$ cat config.mk
export PLATFORM = sky130hd
export DESIGN_NAME = mes_axis_map
export DESIGN_NICKNAME = d
export VERILOG_FILES = /design/src/rtl/core/mes_pkg.sv /design/src/rtl/core/mes_axis_map.sv
export SDC_FILE = /design/constraint.sdc
export NUM_CORES = 1
export LEC_CHECK = 0
export BUFFER_PORTS_ARGS = -buffer_cell sky130_fd_sc_hd__buf_2
export CELL_PAD_IN_SITES_DETAIL_PLACEMENT = 1
export CELL_PAD_IN_SITES_GLOBAL_PLACEMENT = 1
export CORE_AREA = 10 10 71 67
export DETAILED_ROUTE_END_ITERATION = 16
export DIE_AREA = 0 0 81 77
export GPL_TIMING_DRIVEN = 0
export HOLD_SLACK_MARGIN = 0.15
export PLACE_DENSITY = 0.78
export SYNTH_ARGS = -nofsm -noshare
export SYNTH_HDL_FRONTEND = slang
export SYNTH_SLANG_ARGS = --single-unit
$ cat constraint.sdc
create_clock -name clk -period 3.2 [get_ports clk]
set_clock_uncertainty 0.05 [all_clocks]
set_input_delay 0.16 -clock clk [delete_from_list [all_inputs] [get_ports clk]]
set_output_delay 0.16 -clock clk [all_outputs]
set_load 0.1 [all_outputs]
$ cat src/rtl/core/mes_pkg.sv
// Shared types, constants and helper functions of the escape-time shader.
// No dependencies; the RTL files refer to it by scoped names, the verification files import it.
package mes_pkg;

	localparam int Q_FRAC      = 28;
	localparam int COORD_W     = 32;
	localparam int HSPAN_W     = 31;
	localparam int PIX_W       = 9;
	localparam int GRAY_W      = 8;
	localparam int COUNT_W     = 8;
	localparam int CFG_IDX_W   = 2;
	localparam int CFG_DATA_W  = 32;
	localparam int SAT_IN_W    = 40;

	localparam int SCREEN_WIDTH_DEF   = 512;
	localparam int SCREEN_HEIGHT_DEF  = 512;
	localparam int MAX_ITERATIONS_DEF = 128;

	localparam int GRAY_MAX     = 255;
	localparam int ESCAPE_RADSQ = 4;

	localparam logic [HSPAN_W-1:0] HSPAN_RESET = 31'h2000_0000;

	typedef enum logic [CFG_IDX_W-1:0] {
		REG_CENTER_REAL = 2'd0,
		REG_CENTER_IMAG = 2'd1,
		REG_HALF_SPAN   = 2'd2
	} cfg_reg_t;

	typedef enum logic [2:0] {
		CMD_NONE     = 3'd0,
		CMD_MAP_MUL  = 3'd1,
		CMD_MAP_ADD  = 3'd2,
		CMD_ITER_MUL = 3'd3,
		CMD_ITER_ADD = 3'd4
	} cmd_t;

	typedef struct packed {
		cmd_t cmd;
	} cplx_ctrl_t;

	typedef struct packed {
		logic escaped;
	} cplx_stat_t;

	typedef struct packed {
		logic                       done;
		logic signed [COORD_W-1:0]  frac;
	} map_stat_t;

	// clamp to the signed 32-bit range
	function automatic logic signed [COORD_W-1:0] sat32(input logic signed [SAT_IN_W-1:0] v);
		logic signed [SAT_IN_W-1:0] hi;
		logic signed [SAT_IN_W-1:0] lo;
		hi = SAT_IN_W'(64'sh0000_0000_7FFF_FFFF);
		lo = SAT_IN_W'(-64'sh0000_0000_8000_0000);
		if (v > hi)
			return COORD_W'(hi);
		else if (v < lo)
			return COORD_W'(lo);
		else
			return COORD_W'(v);
	endfunction

	// integer square root, used only to build the shading table
	function automatic logic [15:0] isqrt32(input logic [31:0] v);
		logic [31:0] rem;
		logic [31:0] r;
		logic [31:0] b;
		rem = v;
		r   = 32'd0;
		b   = 32'h4000_0000;
		for (int k = 0; k < 16; k++) begin
			if (rem >= r + b) begin
				rem = rem - (r + b);
				r   = (r >> 1) + b;
			end else begin
				r = r >> 1;
			end
			b = b >> 2;
		end
		return r[15:0];
	endfunction

endpackage

$ cat src/rtl/core/mes_axis_map.sv
// Screen fraction of one axis: floor((2p - SIZE) * 2^28 / SIZE), saturated to Q4.28.
// Constant split plus reciprocal multiplication by 1/SIZE, in a divide state and a finish state. Uses mes_pkg.
module mes_axis_map #(
	parameter int SIZE = mes_pkg::SCREEN_WIDTH_DEF
) (
	input  logic                        clk,
	input  logic                        arst_n,
	input  logic                        start,
	input  logic [mes_pkg::PIX_W-1:0]   pixel,
	output mes_pkg::map_stat_t          stat
);

	localparam int PMAX    = (1 << mes_pkg::PIX_W) * 2 - 2;
	localparam int MAG_MAX = (SIZE > PMAX) ? SIZE : PMAX;
	localparam int MAG_W   = $clog2(MAG_MAX + 1);
	localparam int SIZE_W  = $clog2(SIZE + 1);
	localparam int DW      = MAG_W + SIZE_W;
	localparam int NW      = MAG_W + 1;
	localparam int MQW     = MAG_W + mes_pkg::Q_FRAC;
	localparam int MGW     = MQW + 1;
	localparam int RS      = DW + SIZE_W;
	localparam int RW      = DW + 2;
	localparam int PRW     = DW + RW;
	localparam int Q_INT   = (1 << mes_pkg::Q_FRAC) / SIZE;
	localparam int RM_INT  = (1 << mes_pkg::Q_FRAC) % SIZE;
	localparam longint RECIP_INT = ((64'sd1 <<< RS) + longint'(SIZE) - 64'sd1) / longint'(SIZE);

	localparam logic [mes_pkg::Q_FRAC-1:0] Q_C     = mes_pkg::Q_FRAC'(Q_INT);
	localparam logic [SIZE_W-1:0]          RM_C    = SIZE_W'(RM_INT);
	localparam logic [RW-1:0]              RECIP_C = RW'(RECIP_INT);
	localparam logic [DW-1:0]              SIZE_C  = DW'(SIZE);
	localparam logic [MGW-1:0]             POS_LIM = MGW'(64'h7FFF_FFFF);
	localparam logic [MGW-1:0]             NEG_LIM = MGW'(64'h8000_0000);

	typedef enum logic [2:0] {
		M_IDLE = 3'b001,
		M_DIV  = 3'b010,
		M_FIN  = 3'b100
	} map_state_t;

	map_state_t                  state_q;
	logic                        done_q;
	logic                        neg_q;
	logic [MQW-1:0]              mq_q;
	logic [DW-1:0]               rx_q;
	logic [MAG_W-1:0]            quo_q;
	logic signed [mes_pkg::COORD_W-1:0] frac_q;

	logic signed [NW-1:0]        n;
	logic [MAG_W-1:0]            m;
	logic [MQW-1:0]              mq_next;
	logic [DW-1:0]               rx_next;
	logic [PRW-1:0]              rprod;
	logic                        inexact;
	logic [MGW-1:0]              mag;
	logic signed [mes_pkg::COORD_W-1:0] frac_next;

	assign n       = $signed(NW'({pixel, 1'b0}) - NW'(SIZE));
	assign m       = n[NW-1] ? MAG_W'(-n) : MAG_W'(n);
	assign mq_next = m * Q_C;
	assign rx_next = m * RM_C;
	// exact floor division of the remainder part by SIZE
	assign rprod   = rx_q * RECIP_C;
	assign inexact = (rx_q != DW'(quo_q) * SIZE_C);

	// ceiling of the remainder part for negative offsets
	assign mag = MGW'(mq_q) + MGW'(quo_q) + MGW'(neg_q && inexact);

	always_comb begin
		if (neg_q)
			frac_next = (mag > NEG_LIM) ? $signed(32'h8000_0000) : $signed(32'(~mag + 1'b1));
		else
			frac_next = (mag > POS_LIM) ? $signed(32'h7FFF_FFFF) : $signed(32'(mag));
	end

	always_ff @(posedge clk or negedge arst_n) begin
		if (!arst_n) begin
			state_q <= M_IDLE;
			done_q  <= 1'b0;
		end else begin
			case (state_q)
				M_IDLE: begin
					if (start) begin
						state_q <= M_DIV;
						done_q  <= 1'b0;
					end
				end
				M_DIV: state_q <= M_FIN;
				M_FIN: begin
					state_q <= M_IDLE;
					done_q  <= 1'b1;
				end
				default: state_q <= M_IDLE;
			endcase
		end
	end

	always_ff @(posedge clk) begin
		if (state_q == M_IDLE && start) begin
			neg_q <= n[NW-1];
			mq_q  <= mq_next;
			rx_q  <= rx_next;
		end
		if (state_q == M_DIV)
			quo_q <= rprod[RS +: MAG_W];
		if (state_q == M_FIN)
			frac_q <= frac_next;
	end

	assign stat.done = done_q;
	assign stat.frac = frac_q;

endmodule

Word-level counts from Yosys, hierarchy flattened. Cells that the tools add are included.

$add $sub $neg: 3. Equal/unequal tests: 4. Bitwise gates (word level): 1. Reductions and logical operators: 3. Mux-type cells: 8. Order comparisons: 2.

Operators with widths (number): $mux W32 (2); $add A32 B1 Y32 const B (1); $gt A29 B32 Y1 const B (1); $not A29 Y32 (1); $gt A29 B31 Y1 const B (1); $mux W31 (1); $sub A10 B10 Y11 const B (1); $mux W10 (1); $neg A10 Y10 (1); $pmux W3 S2 (1); $eq A3 B1 Y1 const B (1); $eq A3 B2 Y1 const B (1); $eq A3 B3 Y1 const B (1); $mux W3 (1); $ne A2 B2 Y1 const B (1); $pmux W1 S2 (1); $reduce_and A2 Y1 (1); $reduce_bool A2 Y1 (1); $logic_and A1 B1 Y1 (1); $mux W1 (1).

Word-level logic and storage cells: 26. Bits in registers: 47. Input port bits: 12.

Depth between registers and ports, before layout. Gate-level depths: netlist of the first run.

Depth in word-level cells: 4. Mapped depth: 5.

Worst setup path before layout of the first run. OpenSTA, ideal clock, no wires.

Kind: register -> register. Start point: reg state_q[0]. End point: reg mq_q[20] (enable). Library setup time: 395 ps. Cell stages (with the launch flop): 3. Data required time: 2755 ps. Period minus slack after synthesis: 1852 ps. Arrival: 1407 ps. Path buffers: 0. Path slack: 1348 ps. Cell sequence: dfstp_2 > nand2_1 > nor3_1.

Word-level cells in the longest chain between the ends: 2.

RTL lines: start: declaration (RTL line mes_axis_map.sv:41) `map_state_t state_q;`; start signal: assignment (RTL line mes_axis_map.sv:78) `state_q <= M_IDLE;`; start signal: assignment (RTL line mes_axis_map.sv:84) `state_q <= M_DIV;`; start signal: assignment (RTL line mes_axis_map.sv:88) `M_DIV: state_q <= M_FIN;`; $eq A3 B1 Y1 (RTL line mes_axis_map.sv:99) `if (state_q == M_IDLE && start) begin`; $logic_and A1 B1 Y1 (RTL line mes_axis_map.sv:99); end signal: assignment (RTL line mes_axis_map.sv:101) `mq_q <= mq_next;`; end: declaration (RTL line mes_axis_map.sv:44) `logic [MQW-1:0] mq_q;`.

Every way passes these cells. A chain may end at the register's enable or synchronous reset.

Worst setup path after layout of the first run.
Start point: reg mq_q[21]. End point: reg frac_q[26] (netlist name) (data pin).

Word-level cells in the longest chain between the ends: 4. Elaborated cells on any way between the ends: 7.

RTL lines: $not A29 Y32 (RTL line mes_axis_map.sv:71) `frac_next = (mag > NEG_LIM) ? $signed(32'h8000_0000) : $signed(32'(~mag + 1'b1));`; $add A32 B1 Y32 (RTL line mes_axis_map.sv:71); $mux W32 (RTL line mes_axis_map.sv:71); $mux W32 * (RTL line mes_axis_map.sv:70) `if (neg_q)`; named net frac_next (one bit) (RTL line mes_axis_map.sv:56) `logic signed [mes_pkg::COORD_W-1:0] frac_next;`; end signal: assignment (RTL line mes_axis_map.sv:107) `frac_q <= frac_next;`; end: declaration (RTL line mes_axis_map.sv:47) `logic signed [mes_pkg::COORD_W-1:0] frac_q;`.

Mark *: on every way through the listed nets, which the timed path passes. The rest lies on a longest branch.

==> metrics, run 1 <==
status=finished, final reports clean; CTS root buf=clkbuf_8; Setup Fix Bufs, Post-CTS=0; Final Slew Violations=0; Finished Core Util=0.505; Pwr Total=1.10 mW; fraction of the mapped netlist area in compound gates=0.0868; Die H=77 um; fmax=558 MHz; Simple-Gate Fraction of Synth Area=0.0840; placed cells=191; Adder-Cell Fraction of Synth Area=0.0189; P&R area growth vs syn=25.8%; Chip Width=81 um; first-pass GRT wire length=4.68 mm; Crit path arrival time=1.76 ns; Clk Latency, worst-skew pair=0.26 ns; Max-Cap Viols=0; Final Hold Viols=0; Final Hold Slack=0.159 ns; Peak VDD IR=0.000269 V; number of synthesized flops with an enable pin=22; CTS Sinks=26; most common flop cell mapped by yosys=edfxtp_1; RSZ-0062 raised after global routing=false; number of synthesized register bits=26; PortBufs=24; Leakage=0.720 nW; post-synth cell types=29; count leader, synth=edfxtp_1; vias in the first global route=1043; P per Cell Area=659 mW/mm^2; Top-Level Pins=45; post-synth top area cell=edfxtp_1; total track usage=0.0924; worst min-delay path category=in2reg; Final #Nets=170; Worst EP required=3.16 ns; H-tree depth=1; final setup vio count=0; clock slew at reported path FFs=0.09 ns; Tmin final=1.79 ns; largest net degree at the start of global routing=15; type of origin of the critical path=register; DRC Markers=0; CP Class=reg2reg; Initial Util=0.402; Setup TNS Final=0 ns; post-synthesis sequential area ratio=0.575; Via-to-Cell Ratio=4.38; CP max FO=4; Worst Tran Pin Value=0.935 ns; initial antenna violation count=0; Post-DRT Antenna Nets=0; Yosys top cell area share=0.498; Detail Placement HPWL=2.23 mm; most common library cells after synthesis=22 x edfxtp_1, 21 x buf_4, 9 x xnor2_1, 6 x inv_1; post-synthesis mux area share=0.00849; layout cells sized above 1=0.348; Core ar.=0.00330 sq mm; main combinational cell family by area after synthesis=buffers and inverters; Async S/R FF share, synth=0.154; Post-Synth XOR/XNOR Area=0.0858; initial DRC count=37; row cnt=20; DR WL/cell=13.9 um; Synth area leaders=edfxtp_1 50%, buf_4 12%, xnor2_1 5.9%, dfrtp_1 5.7%, xor2_1 2.6%; area of the die=0.00624 sq mm; headroom to the max-slew limit=0.374; Inserted Clock Buffers=3; period utilisation layout=0.560; Yosys Warn Count=0; routed vias=872; Longest Clk Path Bufs=2; Finished Layout Cells=199; Syn Inst Count=104; Antenna diodes=0; GPL Wtd Cong=0.827; post-synthesis cell area=0.00133 sq mm; syn_area_per_cell=12.8 sq um; Initial DRT Pass Iterations=4; CTS tree=built; DRT Wirelength=2.77 mm; endpoint class of the critical path=register; Congestion Overflow GR=0
[worst max-delay path: stages (launching register included)]
cell and delay, ns:
edfxtp_1 0.42, inv_1 0.10, ha_1 0.16, or3b_1 0.43, o31ai_1 0.28, xnor2_1 0.11
[flip-flops by register name (all words and copies together), names as in the netlist]
name / cells
mq_q: 9
neg_q: 1
frac_q: 12
state_q: 3
done_q: 1
[layer usage]
layer	wire, um	vias up	track usage
met3	383	2	0.0524
met5	0	-	0
met2	1260	40	0.147
met1	1090	400	0.0957
met4	34	0	0.0415
li1	-	430	-
[power by group]
group	leakage, nW	internal, mW	switching, mW
Sequential	0.253	0.459	0.0541
Combinational	0.444	0.107	0.293
Clock	0.0228	0.0889	0.0969
Total	0.720	0.655	0.444
[path summary, 6_finish.rpt]
kind / startpoint / to / slack, ns / depth (start not counted)
worst min register to register: state_q[2] / state_q[1] / 0.47 / 1
worst min-delay path: pixel[7] / mq_q[28] / 0.16 / 2
max in group asynchronous: arst_n / state_q[0] / 2.71 / 2
worst max-delay path: mq_q[21] / frac_q[26] / 1.41 / 5
min in group asynchronous: arst_n / state_q[2] / 0.18 / 2
worst max register to register: mq_q[21] / frac_q[26] / 1.41 / 5
[area by class of cell]
type	instances	area, sq um
fillers	375	1640
plain buffers	22	161
clock buffers	4	45.0
repair buffers	28	160
well taps	44	55.1
multi-input cells	69	462
inverters	6	22.5
flip-flops and latches	26	762
[stage by stage]
step           instance area [sq um]  worst slack (ns)
2_1_floorplan                   1400              1.35
4_1_cts                         1660             0.955
5_1_grt                         1670              1.32
3_5_place_dp                    1580             0.956
6_report                        1670              1.41
3_3_place_gp                    1570              1.04
[timing repair]
item,CTS,global route
resized for setup,0,0
hold endpoints to repair,7,0
endpoints found under the setup margin,0,0
hold buffers,4,0
[cells by family after synthesis]
logic type | after synthesis
xor+xnor | 13
fa+ha+maj | 2
flops | 26
compound gates | 14
buf+inv | 28
mux | 1
other cells | 1
simple gates | 19
[layout by cell type, fill, tap and decap left out, types with 3 or more instances in the layout]
| cell type | netlist | layout |
|---|---|---|
| nor2_1 | 4 | 4 |
| nand2_1 | 3 | 3 |
| xnor2_1 | 9 | 9 |
| o31a_1 | 3 | 3 |
| o21ai_1 | 3 | 3 |
| edfxtp_1 | 22 | 22 |
| dfrtp_1 | 3 | 3 |
| inv_1 | 6 | 6 |
| xor2_1 | 4 | 4 |
| conb_1 | 1 | 20 |
| dlygate4sd3_1 | 0 | 4 |
| buf_4 | 21 | 21 |
| buf_2 | 0 | 24 |
| clkbuf_8 | 0 | 3 |
No activity file was read; power rests on OpenSTA's default activity.
==> run 2, diff against run 1 <==
CORE_AREA = 10 10 74 70   (was 10 10 71 67)
DIE_AREA = 0 0 84 80   (was 0 0 81 77)
PLACE_DENSITY = 0.71   (was 0.78)
clock period = 1.9 ns   (was 3.2 ns; I/O delays follow)
==> run 2 against run 1 <==
Against the previous run:
- worst setup slack got worse by 1.3 ns
- first-iteration DRC count fell by 38%
- highest routed layer unchanged
- clock power rose by 67%
- critical endpoint unchanged
- largest cell class unchanged
- register-to-register slack got worse by 1.3 ns
- global-route usage fell by 1.1 points
- critical path depth did not move
- clock-buffer cell count fell by 1
==> metrics, run 2 (synthesis gave the netlist of run 1 again) <==
status=finished, final reports clean (unchanged); Biggest register=frac_q (unchanged); Inserted Clock Buffers=3 (unchanged); initial DRC count=23 (was 37); DRC Markers=0 (unchanged); Worst EP required=1.87 ns (was 3.16 ns); Clk Latency, worst-skew pair=0.27 ns (was 0.26 ns); GPL Wtd Cong=0.813 (was 0.827); DR WL/cell=13.8 um (was 13.9 um); routed vias=896 (was 872); CTS Sinks=26 (unchanged); row cnt=21 (was 20); Antenna diodes=0 (unchanged); setup slack, reg-to-reg=0.13 ns (was 1.41 ns); commonest non-fill, non-tap cell in the layout=buf_2 (unchanged); Initial Util=0.366 (was 0.402); Congestion Overflow GR=0 (unchanged); Crit path arrival time=1.74 ns (was 1.76 ns); clock slew at reported path FFs=0.09 ns (about the same); P&R area growth vs syn=32.4% (was 25.8%); largest net degree at the start of global routing=15 (unchanged); Via-to-Cell Ratio=4.29 (was 4.38); type of origin of the critical path=register (unchanged); CTS root buf=clkbuf_8 (unchanged); Final Slew Violations=0 (unchanged); max FFs per register=12 (unchanged); H-tree depth=1 (unchanged); Final Hold Viols=0 (unchanged); Crit path largest cell delay=0.42 ns (was 0.43 ns); Worst Tran Pin Value=0.913 ns (was 0.935 ns); Finished Core Util=0.484 (was 0.505); Crit path max-delay family=flip-flops (was simple AND/OR/NAND/NOR gates); total track usage=0.0815 (was 0.0924); R2R depth=5 (unchanged); sequential cell area=762 sq um (unchanged); Top-Level Pins=45 (unchanged); initial antenna violation count=0 (unchanged); CTS tree=built (unchanged); multi-input logic area=467 sq um (was 462 sq um); Internal Power=1.11 mW (was 0.655 mW); Longest Clk Path Bufs=2 (unchanged); most frequent cells in the layout=24 x buf_2, 22 x edfxtp_1, 21 x buf_4 (unchanged); RSZ-0062 raised after global routing=false (unchanged); sw frac=0.405 (was 0.404); Chip Width=84 um (was 81 um); endpoint class of the critical path=register (unchanged); Tmin final=1.77 ns (was 1.79 ns); vias in the first global route=991 (was 1043); Detail Placement HPWL=2.18 mm (was 2.23 mm); Setup TNS Final=0 ns (unchanged); Critical Path Stages=5 (unchanged); first-pass GRT wire length=4.48 mm (was 4.68 mm); Leakage=0.755 nW (was 0.720 nW); CP max FO=4 (unchanged); Core ar.=0.00363 sq mm (was 0.00330 sq mm); combinational share of power=0.369 (was 0.364); Max stage delay cell, worst path=edfxtp_1 (was or3b_1); Finished Layout Cells=209 (was 199); Post-DRT Antenna Nets=0 (unchanged); filler instances=407 (was 375); Final #Nets=178 (was 170); WP buf/inv=1 (unchanged); fmax=564 MHz (was 558 MHz); area of the die=0.00672 sq mm (was 0.00624 sq mm); DRT Wirelength=2.88 mm (was 2.77 mm); headroom to the max-slew limit=0.389 (was 0.374); Flop pwr share=0.464 (was 0.467); Top Registers=frac_q: 12 flops, mq_q: 9 flops, state_q: 3 flops (unchanged); final setup vio count=0 (unchanged); Initial DRT Pass Iterations=2 (was 4); CP Class=reg2reg (unchanged); P per Cell Area=1060 mW/mm^2 (was 659 mW/mm^2); Peak VDD IR=0.000372 V (was 0.000269 V); placed cells=193 (was 191); worst min-delay path category=in2async (was in2reg); Pwr Total=1.86 mW (was 1.10 mW); Switch Pwr=0.754 mW (was 0.444 mW); Max-Cap Viols=0 (unchanged); period utilisation layout=0.932 (was 0.560); Die H=80 um (was 77 um); Cell Chain, Critical Path=inv_1 > ha_1 > or3b_1 > o31ai_2 > xnor2_1 (was inv_1 > ha_1 > or3b_1 > o31ai_1 > xnor2_1); layout cells sized above 1=0.337 (was 0.348); Setup Fix Bufs, Post-CTS=0 (unchanged); Clk network pwr share=0.167 (was 0.169); PortBufs=24 (unchanged)
-- run 2: layout make-up --
cell class / instances / area share
plain buffers: 22 / 0.0919
clock buffers: 3 / 0.0235
clock inverters: 1 / 0.00214
inverters: 6 / 0.0128
multi-input cells: 69 / 0.266
flip-flops and latches: 26 / 0.434
well taps: 46 / 0.0328
repair buffers: 36 / 0.137
-- run 2: timing repair --
item / CTS / global route
gates cloned: 0 / 0
endpoints found under the hold margin: 15 / 0
resized for setup: 1 / 1
endpoints found under the setup margin: 12 / 1
hold buffers: 12 / 0
-- run 2: through the flow --
| stage | hold slack (ns) | setup slack, ns | instance area (sq um) |
|---|---|---|---|
| 3_5_place_dp | -0.142 | -0.271 | 1580 |
| 6_report | 0.289 | 0.128 | 1760 |
| 3_3_place_gp | -0.152 | -0.269 | 1580 |
| 5_1_grt | 0.296 | 0.0226 | 1760 |
| 4_1_cts | 0.239 | 0.0633 | 1750 |
| 2_1_floorplan | -0.251 | 0.0484 | 1400 |
-- run 2: power groups by stage --
stage	registers, mW	clock network [mW]	logic, mW
floorplan	0.939	0	0.484
global placement	0.857	0	0.644
detailed placement	0.874	0	0.661
CTS	0.862	0.316	0.684
global route	0.874	0.343	0.731
finish	0.865	0.310	0.688
-- run 2: worst paths after layout --
| path | startpoint | endpoint |
|---|---|---|
| worst min register to register | mq_q[20] | frac_q[20] |
| worst min-delay path | arst_n | state_q[0] |
| max in group asynchronous | arst_n | state_q[2] |
| min in group clk | mq_q[20] | frac_q[20] |
| worst max-delay path | mq_q[21] | frac_q[26] |
| worst max register to register | mq_q[21] | frac_q[26] |
-- run 2: metal layers --
metal / track usage / share of wire / routed length (um) / up-vias
li1: - / - / - / 444
met1: 0.0796 / 0.41 / 1180 / 407
met2: 0.144 / 0.48 / 1370 / 41
met3: 0.0316 / 0.095 / 272 / 4
met4: 0.0502 / 0.017 / 50 / 0
met5: 0 / 0 / 0 / -
==> run 3, diff against run 2 <==
BUFFER_PORTS_ARGS = unset   (was -buffer_cell sky130_fd_sc_hd__buf_2)
CORE_AREA = 10 10 67 63   (was 10 10 74 70)
DIE_AREA = 0 0 77 73   (was 0 0 84 80)
DONT_BUFFER_PORTS = 1   (was unset)
PLACE_DENSITY = 0.78   (was 0.71)
==> run 3 against run 2 <==
Against the previous run:
- critical path depth increased by 1
- first-iteration DRC count increased by 130%
- worst setup slack got worse by 0.038 ns
- hold slack got worse by 0.13 ns
- register-to-register slack about the same
- clock-buffer cell count increased by 1
- sequential power increased by 10%
- flip-flop and latch count unchanged
- final cell count decreased by 12%
- utilization increased by 7.6 points
- non-clock buffer count decreased by 22
- critical path type is now in2reg
- critical endpoint is now mq_q[28]
- largest power group unchanged
==> metrics, run 3 (synthesis gave the netlist of run 1 again) <==
routed vias=822 (was 896); Max stage delay cell, worst path=dlygate4sd3_1 (was edfxtp_1); Crit path arrival time=1.93 ns (was 1.74 ns); Final #Nets=156 (was 178); Pwr Total=1.74 mW (was 1.86 mW); Peak VDD IR=0.000444 V (was 0.000372 V); DRC Markers=0 (unchanged); GPL Wtd Cong=0.714 (was 0.813); fmax=553 MHz (was 564 MHz); filler instances=315 (was 407); critical path capture point=mq_q[28] (was frac_q[26]); combinational share of power=0.325 (was 0.369); Most Frequent Cell on Critical Path=dlygate4sd3_1; placed cells=165 (was 193); RR Startpoint=mq_q[21] (unchanged); Worst Tran Pin Value=0.895 ns (was 0.913 ns); Internal Power=1.03 mW (was 1.11 mW); worst min-delay path category=in2reg (was in2async); Chip Width=77 um (was 84 um); CTS Sinks=26 (unchanged); CP max FO=3 (was 4); Switch Pwr=0.714 mW (was 0.754 mW); row cnt=19 (was 21); Core ar.=0.00292 sq mm (was 0.00363 sq mm); Cell Chain, Critical Path=dlygate4sd3_1 > inv_1 > ha_1 > nand2b_1 > nor4b_1 > dlygate4sd3_1 (was inv_1 > ha_1 > or3b_1 > o31ai_2 > xnor2_1); layout cells sized above 1=0.227 (was 0.337); P&R area growth vs syn=23.5% (was 32.4%); Top-Level Pins=45 (unchanged); Initial DRT Pass Iterations=2 (unchanged); Biggest register=frac_q (unchanged); H-tree depth=1 (unchanged); initial antenna violation count=0 (unchanged); Leakage=0.663 nW (was 0.755 nW); endpoint class of the critical path=register (unchanged); R2R depth=5 (unchanged); Initial Util=0.454 (was 0.366); area of the die=0.00562 sq mm (was 0.00672 sq mm); total track usage=0.0995 (was 0.0815); Finished Layout Cells=183 (was 209); Setup Fix Bufs, Post-CTS=0 (unchanged); Post-DRT Antenna Nets=0 (unchanged); type of origin of the critical path=input pin (was register); Crit path max-delay family=buffers and inverters (was flip-flops); first-pass GRT wire length=4.62 mm (was 4.48 mm); largest net degree at the start of global routing=15 (unchanged); clock slew at reported path FFs=0.11 ns (was 0.09 ns); Final Slew Violations=0 (unchanged); cell area after layout=0.00164 sq mm (was 0.00176 sq mm); status=finished, final reports clean (unchanged); Inserted Clock Buffers=3 (unchanged); final setup vio count=0 (unchanged); Tmin final=1.81 ns (was 1.77 ns); worst reg2reg endpoint=frac_q[26] (unchanged); CTS root buf=clkbuf_4 (was clkbuf_8); Critical Path Stages=6 (was 5); DRT Wirelength=2.68 mm (was 2.88 mm); Clk Latency, worst-skew pair=0.31 ns (was 0.27 ns); Die H=73 um (was 80 um); Max-Cap Viols=0 (unchanged); Via-to-Cell Ratio=4.49 (was 4.29); DR WL/cell=14.6 um (was 13.8 um); Clk network pwr share=0.128 (was 0.167); Congestion Overflow GR=0 (unchanged); RSZ-0062 raised after global routing=false (unchanged); Final Hold Viols=0 (unchanged); most frequent cells in the layout=22 x edfxtp_1, 21 x buf_4, 20 x conb_1 (was 24 x buf_2, 22 x edfxtp_1, 21 x buf_4); Finished Core Util=0.560 (was 0.484); Crit path largest cell delay=0.59 ns (was 0.42 ns); Top Registers=frac_q: 12 flops, mq_q: 9 flops, state_q: 3 flops (unchanged); P per Cell Area=1070 mW/mm^2 (was 1060 mW/mm^2); commonest non-fill, non-tap cell in the layout=edfxtp_1 (was buf_2); Setup crit start=pixel[0] (was mq_q[21]); Worst EP required=2.02 ns (was 1.87 ns); initial DRC count=54 (was 23); setup slack, reg-to-reg=0.14 ns (was 0.13 ns); vias in the first global route=915 (was 991); Detail Placement HPWL=1.95 mm (was 2.18 mm); placed cell areas=0.00146 sq mm (was 0.00158 sq mm); Flop pwr share=0.547 (was 0.464); Setup TNS Final=0 ns (unchanged); period utilisation layout=0.952 (was 0.932); CP Class=in2reg (was reg2reg); sw frac=0.409 (was 0.405); Longest Clk Path Bufs=2 (unchanged); Antenna diodes=0 (unchanged); CTS tree=built (unchanged); PortBufs=0 (was 24); WP buf/inv=3 (was 1); headroom to the max-slew limit=0.401 (was 0.389); max FFs per register=12 (unchanged)
## run 3: power groups by stage
| stage | clock network [mW] | registers, mW | logic, mW |
|---|---|---|---|
| after global placement | 0 | 0.953 | 0.515 |
| after floorplan | 0 | 0.939 | 0.484 |
| after global routing | 0.272 | 0.971 | 0.611 |
| after CTS | 0.230 | 0.955 | 0.562 |
| after detailed placement | 0 | 0.967 | 0.528 |
| final | 0.223 | 0.955 | 0.566 |
## run 3: through the flow
step | hold slack (ns) | worst slack [ns]
2_1_floorplan | -0.251 | 0.0484
3_3_place_gp | -0.250 | -0.292
3_5_place_dp | -0.250 | -0.166
4_1_cts | 0.162 | 0.0653
5_1_grt | 0.152 | 0.0145
6_report | 0.159 | 0.0904
## run 3: layer usage
layer / share of wire / GRT usage / vias to the layer above / wire, um
li1: - / - / 401 / -
met1: 0.41 / 0.113 / 392 / 1090
met2: 0.51 / 0.172 / 27 / 1370
met3: 0.071 / 0.0333 / 2 / 191
met4: 0.011 / 0.0364 / 0 / 30
met5: 0 / 0 / - / 0
## run 3: layout make-up
class                           count  area (sq um)  area share
Sequential cell                    26           762       0.465
Tap cell                           42          52.6      0.0321
Buffer                             22           161      0.0985
Clock buffer                        4          26.3      0.0160
Multi-Input combinational cell     69           473       0.289
Timing Repair Buffer               14           140      0.0856
Inverter                            6          22.5      0.0138
## run 3: worst min-delay path by stage
stage,startpoint,endpoint,cells after the start
after floorplan,arst_n,done_q,0
after global placement,arst_n,state_q[2],0
after detailed placement,arst_n,state_q[2],0
after CTS,pixel[4],mq_q[27],3
after global routing,pixel[4],mq_q[27],3
final,pixel[4],mq_q[27],3
## run 3: repair_timing
| action | 4_1_cts | 5_1_grt |
|---|---|---|
| hold buffers | 14 | 0 |
| hold endpoints to repair | 27 | 0 |
| endpoints found under the setup margin | 12 | 2 |
| gates resized for setup | 1 | 2 |
## run 3: tightest hold or removal path, delay by kind of cell
kind / cells / cell delay [ns]
AOI/OAI and AO/OA: 1 / 0.14
xor gates and xnor gates: 1 / 0.08
and+or+nand+nor: 1 / 0.02
